## config.mk

```make
export PLATFORM = sky130hd
export DESIGN_NAME = combining_mark_reorder
export DESIGN_NICKNAME = d
export VERILOG_FILES = /design/src/rtl/cmr_pkg.sv /design/src/rtl/cmr_ctrl.sv /design/src/rtl/cmr_datapath.sv /design/src/rtl/combining_mark_reorder.sv
export VERILOG_INCLUDE_DIRS = /design/src /design/src/rtl
export SDC_FILE = /design/constraint.sdc
export NUM_CORES = 2
export LEC_CHECK = 0
export ABC_AREA = 1
export BUFFER_PORTS_ARGS = -buffer_cell sky130_fd_sc_hd__buf_2
export CORE_ASPECT_RATIO = 0.8
export CORE_MARGIN = 2
export CORE_UTILIZATION = 64
export CTS_CLUSTER_DIAMETER = 40
export CTS_CLUSTER_SIZE = 12
export DETAILED_ROUTE_END_ITERATION = 16
export PLACE_DENSITY = 0.84
export SKIP_CTS_REPAIR_TIMING = 1
export SLEW_MARGIN = 15
export SYNTH_ARGS = -nofsm -noshare
export SYNTH_HDL_FRONTEND = slang
export SYNTH_SLANG_ARGS = --single-unit
```

## constraint.sdc

```tcl
create_clock -name clk_i -period 5.3 [get_ports clk_i]
set_input_delay 0.795 -clock clk_i [delete_from_list [all_inputs] [get_ports clk_i]]
set_output_delay 0.795 -clock clk_i [all_outputs]
set_load 0.02 [all_outputs]
```

## src/rtl/combining_mark_reorder_macros.svh

```systemverilog
// Assertion macros shared by the reorder block.
`ifndef COMBINING_MARK_REORDER_MACROS_SVH
`define COMBINING_MARK_REORDER_MACROS_SVH

`ifndef ASSERT_OFF
`define CMR_ASSERT(lbl, clk, rstn, prop) \
  lbl: assert property (@(posedge clk) disable iff (!rstn) (prop)) \
    else $error("assertion failed");
`define CMR_ASSERT_IMP(lbl, clk, rstn, ante, cons) \
  lbl: assert property (@(posedge clk) disable iff (!rstn) (ante) |-> (cons)) \
    else $error("implication failed");
`define CMR_ASSERT_NEXT(lbl, clk, rstn, ante, cons) \
  lbl: assert property (@(posedge clk) disable iff (!rstn) (ante) |=> (cons)) \
    else $error("next-cycle implication failed");
`else
`define CMR_ASSERT(lbl, clk, rstn, prop)
`define CMR_ASSERT_IMP(lbl, clk, rstn, ante, cons)
`define CMR_ASSERT_NEXT(lbl, clk, rstn, ante, cons)
`endif

`endif

```

## src/rtl/cmr_pkg.sv

```systemverilog
package cmr_pkg;

  localparam int unsigned CpW  = 21;
  localparam int unsigned ClsW = 8;
  localparam int unsigned CapW = 16;

  localparam logic [1:0] ST_OK       = 2'd0;
  localparam logic [1:0] ST_OVERFLOW = 2'd1;
  localparam logic [1:0] ST_CAPACITY = 2'd2;

  typedef struct packed {
    logic [CpW-1:0]  code_point;
    logic [ClsW-1:0] combining_class;
    logic            last_of_string;
  } in_item_t;

  typedef struct packed {
    logic [CpW-1:0] out_code_point;
    logic [1:0]     status;
    logic           last_of_burst;
    logic           string_done;
  } out_item_t;

  typedef enum logic [3:0] {
    S_IDLE  = 4'b0001,
    S_FLUSH = 4'b0010,
    S_START = 4'b0100,
    S_ERR   = 4'b1000
  } state_e;

  // controller -> datapath
  typedef struct packed {
    logic take;
    logic insert;
    logic commit;
    logic abort_ovf;
    logic abort_cap;
    logic shift;
    logic show_run;
    logic show_start;
    logic show_err;
  } cmd_t;

  // datapath -> controller
  typedef struct packed {
    logic is_mark;
    logic is_last;
    logic full;
    logic cap_exceed;
    logic run_after_empty;
    logic run_one;
    logic item_start;
  } stat_t;

endpackage

```

## src/rtl/cmr_ctrl.sv

```systemverilog
module cmr_ctrl
  import cmr_pkg::*;
(
  input  logic  clk_i,
  input  logic  rst_ni,
  input  logic  in_valid_i,
  input  logic  out_ready_i,
  input  stat_t stat_i,
  output cmd_t  cmd_o,
  output logic  in_ready_o,
  output logic  out_valid_o
);

  state_e state_q, state_d;
  logic   take, out_xfer, go_flush;

  always_comb begin
    in_ready_o  = (state_q == S_IDLE);
    out_valid_o = (state_q != S_IDLE);
    take        = in_valid_i && in_ready_o;
    out_xfer    = out_valid_o && out_ready_i;
    // starter, or a mark that ends the string, releases the run
    go_flush    = take && !(stat_i.is_mark && stat_i.full) &&
                  (!stat_i.is_mark || stat_i.is_last);

    cmd_o            = '0;
    cmd_o.take       = take;
    cmd_o.insert     = take && stat_i.is_mark && !stat_i.full;
    cmd_o.abort_ovf  = take && stat_i.is_mark && stat_i.full;
    cmd_o.abort_cap  = go_flush && stat_i.cap_exceed;
    cmd_o.commit     = go_flush && !stat_i.cap_exceed;
    cmd_o.shift      = (state_q == S_FLUSH) && out_xfer;
    cmd_o.show_run   = (state_q == S_FLUSH);
    cmd_o.show_start = (state_q == S_START);
    cmd_o.show_err   = (state_q == S_ERR);

    state_d = state_q;
    unique case (state_q)
      S_IDLE: begin
        if (cmd_o.abort_ovf || cmd_o.abort_cap) begin
          state_d = S_ERR;
        end else if (cmd_o.commit) begin
          state_d = stat_i.run_after_empty ? S_START : S_FLUSH;
        end
      end
      S_FLUSH: begin
        if (out_xfer && stat_i.run_one) begin
          state_d = stat_i.item_start ? S_START : S_IDLE;
        end
      end
      S_START: begin
        if (out_xfer) state_d = S_IDLE;
      end
      S_ERR: begin
        if (out_xfer) state_d = S_IDLE;
      end
      default: state_d = S_IDLE;
    endcase
  end

  always_ff @(posedge clk_i or negedge rst_ni) begin
    if (!rst_ni) begin
      state_q <= S_IDLE;
    end else begin
      state_q <= state_d;
    end
  end

endmodule

```

## src/rtl/cmr_datapath.sv

```systemverilog
module cmr_datapath
  import cmr_pkg::*;
#(
  parameter int unsigned RUN_DEPTH = 32
) (
  input  logic            clk_i,
  input  logic            rst_ni,
  input  logic            cfg_we_i,
  input  logic [CapW-1:0] cfg_wdata_i,
  input  in_item_t        in_item_i,
  input  cmd_t            cmd_i,
  output stat_t           stat_o,
  output out_item_t       out_item_o
);

  localparam int unsigned CntW = $clog2(RUN_DEPTH + 1);
  localparam int unsigned BW   = CapW + 1;

  logic [CpW-1:0]  pts_q [RUN_DEPTH];
  logic [CpW-1:0]  pts_d [RUN_DEPTH];
  logic [ClsW-1:0] cls_q [RUN_DEPTH];
  logic [ClsW-1:0] cls_d [RUN_DEPTH];
  logic [RUN_DEPTH-1:0] gt;

  logic [CntW-1:0] count_q, count_d, count_after;
  logic [CapW-1:0] emitted_q, emitted_d;
  logic [CapW-1:0] cap_q;
  logic [CpW-1:0]  item_cp_q;
  logic            item_start_q, item_last_q;
  logic [1:0]      err_st_q;
  logic [BW-1:0]   burst;
  logic            is_mark, shift_in, place;

  always_comb begin
    is_mark     = (in_item_i.combining_class != '0);
    count_after = count_q + CntW'(is_mark);
    burst       = BW'(count_after) + BW'(!is_mark);

    stat_o.is_mark         = is_mark;
    stat_o.is_last         = in_item_i.last_of_string;
    stat_o.full            = (count_q == CntW'(RUN_DEPTH));
    stat_o.cap_exceed      = (BW'(emitted_q) + burst) > BW'(cap_q);
    stat_o.run_after_empty = (count_after == '0);
    stat_o.run_one         = (count_q == CntW'(1));
    stat_o.item_start      = item_start_q;
  end

  // stable insert: held marks of higher class move up one slot
  always_comb begin
    for (int j = 0; j < RUN_DEPTH; j++) begin
      gt[j] = (CntW'(j) < count_q) && (cls_q[j] > in_item_i.combining_class);
    end
    for (int j = 0; j < RUN_DEPTH; j++) begin
      pts_d[j] = pts_q[j];
      cls_d[j] = cls_q[j];
      shift_in = 1'b0;
      if (j > 0) shift_in = gt[j-1];
      place = !shift_in && (gt[j] || (CntW'(j) == count_q));
      if (cmd_i.insert) begin
        if (shift_in) begin
          pts_d[j] = pts_q[(j > 0) ? j - 1 : 0];
          cls_d[j] = cls_q[(j > 0) ? j - 1 : 0];
        end else if (place) begin
          pts_d[j] = in_item_i.code_point;
          cls_d[j] = in_item_i.combining_class;
        end
      end else if (cmd_i.shift && (j < RUN_DEPTH - 1)) begin
        pts_d[j] = pts_q[(j < RUN_DEPTH - 1) ? j + 1 : j];
        cls_d[j] = cls_q[(j < RUN_DEPTH - 1) ? j + 1 : j];
      end
    end
  end

  always_ff @(posedge clk_i) begin
    for (int j = 0; j < RUN_DEPTH; j++) begin
      pts_q[j] <= pts_d[j];
      cls_q[j] <= cls_d[j];
    end
    if (cmd_i.take) begin
      item_cp_q    <= in_item_i.code_point;
      item_start_q <= !is_mark;
      item_last_q  <= in_item_i.last_of_string;
    end
    if (cmd_i.abort_ovf) begin
      err_st_q <= ST_OVERFLOW;
    end else if (cmd_i.abort_cap) begin
      err_st_q <= ST_CAPACITY;
    end
  end

  always_comb begin
    count_d   = count_q;
    emitted_d = emitted_q;
    if (cmd_i.abort_ovf || cmd_i.abort_cap) begin
      count_d   = '0;
      emitted_d = '0;
    end else begin
      if (cmd_i.insert) begin
        count_d = count_q + CntW'(1);
      end else if (cmd_i.shift) begin
        count_d = count_q - CntW'(1);
      end
      if (cmd_i.commit) begin
        emitted_d = in_item_i.last_of_string ? '0 : (emitted_q + burst[CapW-1:0]);
      end
    end
  end

  always_ff @(posedge clk_i or negedge rst_ni) begin
    if (!rst_ni) begin
      count_q   <= '0;
      emitted_q <= '0;
      cap_q     <= '1;
    end else begin
      count_q   <= count_d;
      emitted_q <= emitted_d;
      if (cfg_we_i) cap_q <= cfg_wdata_i;
    end
  end

  always_comb begin
    out_item_o.out_code_point = '0;
    out_item_o.status         = ST_OK;
    out_item_o.last_of_burst  = 1'b1;
    out_item_o.string_done    = 1'b1;
    if (cmd_i.show_run) begin
      out_item_o.out_code_point = pts_q[0];
      out_item_o.status         = ST_OK;
      out_item_o.last_of_burst  = stat_o.run_one && !item_start_q;
      out_item_o.string_done    = stat_o.run_one && !item_start_q && item_last_q;
    end else if (cmd_i.show_start) begin
      out_item_o.out_code_point = item_cp_q;
      out_item_o.status         = ST_OK;
      out_item_o.string_done    = item_last_q;
    end else if (cmd_i.show_err) begin
      out_item_o.status         = err_st_q;
    end
  end

endmodule

```

## src/rtl/combining_mark_reorder.sv

```systemverilog
// A mark that does not end the string is absorbed in its transfer cycle.
// A flushing item is taken, then the drain gives one result per cycle while the receiver is
// ready: a run of n marks plus a starter gives n+1 results.
// Items are taken one at a time: no new input is accepted while results are shown.
// Reset: control, run count and emitted count clear, capacity returns to 65535; the run
// buffer holds no reset and needs no clearing pass.
`include "combining_mark_reorder_macros.svh"

module combining_mark_reorder
  import cmr_pkg::*;
#(
  parameter int unsigned RUN_DEPTH = 32
) (
  input  logic            clk_i,
  input  logic            rst_ni,
  input  logic            cfg_we_i,
  input  logic [CapW-1:0] cfg_wdata_i,
  input  logic            in_valid_i,
  output logic            in_ready_o,
  input  in_item_t        in_item_i,
  output logic            out_valid_o,
  input  logic            out_ready_i,
  output out_item_t       out_item_o
);

  cmd_t  cmd;
  stat_t stat;

  // Controller: accept items while idle, sequence the flush one transfer at a time,
  // and hold error results until they are taken.
  cmr_ctrl u_ctrl (
    .clk_i      (clk_i),
    .rst_ni     (rst_ni),
    .in_valid_i (in_valid_i),
    .out_ready_i(out_ready_i),
    .stat_i     (stat),
    .cmd_o      (cmd),
    .in_ready_o (in_ready_o),
    .out_valid_o(out_valid_o)
  );

  // Datapath: sorted run buffer with parallel compare-shift insert, shift-out drain,
  // string counters, capacity register and result formatting.
  cmr_datapath #(
    .RUN_DEPTH(RUN_DEPTH)
  ) u_dp (
    .clk_i      (clk_i),
    .rst_ni     (rst_ni),
    .cfg_we_i   (cfg_we_i),
    .cfg_wdata_i(cfg_wdata_i),
    .in_item_i  (in_item_i),
    .cmd_i      (cmd),
    .stat_o     (stat),
    .out_item_o (out_item_o)
  );

  // Input and output sides never transfer in the same cycle.
  `CMR_ASSERT(a_no_overlap, clk_i, rst_ni, !(in_ready_o && out_valid_o))
  // Never insert into a full run.
  `CMR_ASSERT_IMP(a_insert_room, clk_i, rst_ni, cmd.insert, !stat.full)
  // An abort shows an error result that ends the string.
  `CMR_ASSERT_NEXT(a_abort_result, clk_i, rst_ni, cmd.abort_ovf || cmd.abort_cap,
                   out_valid_o && out_item_o.string_done && (out_item_o.status != ST_OK))
  // After the final transfer of a burst, return to accepting input.
  `CMR_ASSERT_NEXT(a_burst_end_idle, clk_i, rst_ni,
                   out_valid_o && out_ready_i && out_item_o.last_of_burst, in_ready_o)

endmodule

```

==> results.tsv <==
stage	metric	value	unit
synthesis	Synthesized Nets	6980	
floorplanning	Die X	338	um
placement	GP Congestion	0.960	
synthesis	ys async rst share	0.0422	
routing	Final ANT Viol Nets	0	
power	Lkg Pwr	0.0265	uW
placement	Placed Cells incl. Taps	7580	
critical_path	Required @ worst endpoint	5.96	ns
grt	initial antenna violation count	2	
timing	final worst slack	0.445	ns
timing	Hold Vio Cnt, Final	0	
grt	first-pass GRT wire length	253000	um
grt	vias in the first global route	47646	
timing	fin crit share	0.916	
timing	Least-Margin Pin Slew	1.47	ns
placement	PortBufs	77	
synthesis	Syn. warnings	0	
power	VDD IR-drop max	0.512	mV
power	clock network power share	0.218	
timing	Rel. slew slack	0.0202	
power	internal power	24100	uW
clock_tree	CTS H-tree lvls	4	
synthesis	Post-Syn Area	57200	um^2
timing	Setup Skew	0.0274	ns
synthesis	fraction of the mapped netlist area in compound gates	0.177	
power	Pwr Density	660	nW/um^2
final_layout	FF+latch area	29700	um^2
power	Flop pwr share	0.377	
clock_tree	Longest Clk Path Bufs	3	
synthesis	Post-Synth Simple-Gate Area	0.178	
final_layout	Finished Layout Cells	7809	
synthesis	Synth Area in Adders	0.0631	
clock_tree	CTS root buffer	clkbuf_16	
power	P_sw	17400	uW
critical_path	CP Buf/Inv Count	11	
critical_path	CP top delay family	simple AND/OR/NAND/NOR gates	
routing	Pre-antenna DRT Iters	8	
critical_path	Worst EP arrival	5.52	ns
critical_path	CP Max Fanout	11	
placement	hpwl dp	104000	um
power	switch share	0.420	
final_layout	most common cell after layout, fill and taps aside	nand2_1	
final_layout	commonest non-fill, non-tap cells in the layout	2013 x nand2_1, 951 x edfxtp_1, 934 x o21ai_0, 750 x a21oi_1, 303 x nor2_1	
job	Max-cap violations	0	
floorplanning	core area	89000	um^2
critical_path	CP endpoint kind	flop	
synthesis	mux contribution to synthesized area	0.000197	
final_layout	number of fill cells	6428	
power	Logic pwr share	0.406	
floorplanning	# rows	98	
synthesis	Top FF cell, synth	edfxtp_1	
routing	drt wl/cell	20.6	um
grt	total track usage	0.341	
synthesis	Synth cell types	59	
timing	Final Setup Violations	0	
synthesis	Seq cells post-synth	995	
timing	f_max	0.206	GHz
routing	DR DRC count	0	
floorplanning	Initial Util	0.643	
synthesis	sequential share of the synthesized area	0.518	
routing	number of vias per cell	6.40	
floorplanning	die area	91900	um^2
floorplanning	io pins	78	
critical_path	Slowest-stage cell, CP	ha_1	
grt	pin count of the biggest net entering global routing	285	
critical_path	CP startpoint kind	input port	
clock_tree	Clk pin slew, worst setup/hold paths	0.05	ns
final_layout	Final nets	6854	
routing	Initial DRC Count	6997	
placement	Setup WS pre-CTS	-0.413	ns
final_layout	layout cells sized above 1	0.0807	
critical_path	crit path kind	input port to flop	
worst_hold_path	Hold Path Class	input port to asynchronous set/reset pin	
synthesis	Post-synth EDFFs	951	
synthesis	average size of a mapped cell	8.62	um^2
timing	minimum clock period	4.86	ns
clock_tree	CTS Sinks	995	
clock_tree	CTS tree	built	
final_layout	area occupied by multi-input gates	24600	um^2
final_layout	area grow syn2layout	9.89	%
routing	final WL	161000	um
critical_path	slowest stage delay, CP	0.31	ns
synthesis	Mapped Cells	6641	
synthesis	xor-xnor portion of the synthesized cell area	0.00337	
run_status	outcome	finished clean	
routing	via count	50014	
timing	setup total negative slack	0	ns
grt	gr ovfl total	0	
timing	Slew Limit Fails	0	
clock_tree	Inserted Clock Buffers	132	
clock_tree	clock latency on the worst-skew pair	0.77	ns
critical_path	reg2reg setup slack	0.73	ns
synthesis	combinational family with the most area after synthesis	simple AND/OR/NAND/NOR gates	
floorplanning	DIE HEIGHT	271	um
[final timing paths]
path / from / endpoint / cells after the start
worst max register to register: u_dp.count_q[0] / u_dp.emitted_q[11] / 30
worst max-delay path: in_item_i[8] / u_dp.emitted_q[11] / 36
max in group asynchronous: rst_ni / u_dp.emitted_q[11] / 1
min in group clk_i: cfg_wdata_i[10] / u_dp.cap_q[10] / 3
worst min-delay path: rst_ni / u_ctrl.state_q[1] / 1
worst min register to register: u_dp.err_st_q[0] / u_dp.err_st_q[0] / 2
[Yosys cell counts, drive strengths merged (19+ instances only)]
cell type  instances  area share
a21oi            757       0.066
a22o              21      0.0032
a31oi             21      0.0023
buf              297       0.027
clkbuf           190       0.013
clkinv            20      0.0013
dfrtp             25       0.011
edfxtp           951        0.50
ha               287       0.063
inv              282       0.019
nand2           2029        0.13
nand3            165       0.014
nand4             42      0.0046
nor2             324       0.023
nor3              19      0.0017
o21ai           1044       0.091
o22ai             33      0.0036
xor2              20      0.0031
[per-stage QoR]
| step | area, um^2 | total power, uW | utilization | hold slack (ns) |
|---|---|---|---|---|
| after global routing | 62900 | 43800 | 0.707 | 0.260 |
| after detailed placement | 58500 | 31700 | 0.657 | 0.457 |
| after global placement | 58500 | 30900 | 0.657 | 0.444 |
| after CTS | 62800 | 40900 | 0.706 | 0.216 |
| final | 62900 | 41500 | 0.707 | 0.225 |
| after floorplan | 57300 | 26800 | - | 0.419 |
[kinds of logic after synthesis]
| family | after synthesis |
|---|---|
| and+or+nand+nor | 2592 |
| DFF | 995 |
| xor gates and xnor gates | 22 |
| AOI/OAI and AO/OA | 1954 |
| adders and majority gates | 288 |
| buffers and inverters | 789 |
| muxes | 1 |
[sequential cells by signal, summed over array words and instances, names as in the netlist]
| register | count |
|---|---|
| u_dp.item_last_q | 1 |
| u_ctrl.state_q | 4 |
| u_dp.emitted_q | 16 |
| u_dp.pts_q | 672 |
| u_dp.cls_q | 256 |
| u_dp.count_q | 6 |
| u_dp.item_cp_q | 21 |
| u_dp.err_st_q | 2 |
| u_dp.cap_q | 16 |
| u_dp.item_start_q | 1 |
[per-layer routing]
metal / vias to the layer above / track usage / share of wire
met5: - / 0 / 0.000075
met4: 2 / 0.157 / 0.039
met3: 414 / 0.0516 / 0.11
met2: 3129 / 0.528 / 0.45
met1: 23702 / 0.477 / 0.40
li1: 22767 / - / -
[worst reg2reg max path, delay by kind of cell (launching register included)]
kind	cells	cell delay (ns)
AO/OA/AOI/OAI	4	0.55
XOR/XNOR	3	0.53
adder cells (fa/ha/maj)	4	1.04
buffers and inverters	7	0.70
flip-flops	1	0.48
AND/OR/NAND/NOR	12	1.20
[power groups by stage]
stage          logic, uW  registers (uW)  clock network (uW)
3_5_place_dp       16100           15600                   0
6_report           16800           15600                9030
4_1_cts            16300           15500                9060
5_1_grt            18600           15900                9340
2_1_floorplan      11900           15000                   0
3_3_place_gp       15300           15500                   0
[layout make-up]
| cell class | instances | area share |
|---|---|---|
| Sequential cell | 995 | 0.472 |
| Multi-Input combinational cell | 4857 | 0.391 |
| Clock buffer | 155 | 0.0568 |
| Timing Repair Buffer | 227 | 0.0257 |
| Tap cell | 1200 | 0.0239 |
| Inverter | 302 | 0.0184 |
| Clock inverter | 72 | 0.0128 |
| Antenna cell | 1 | 0.0000398 |
(Power assumes the default switching activity.)
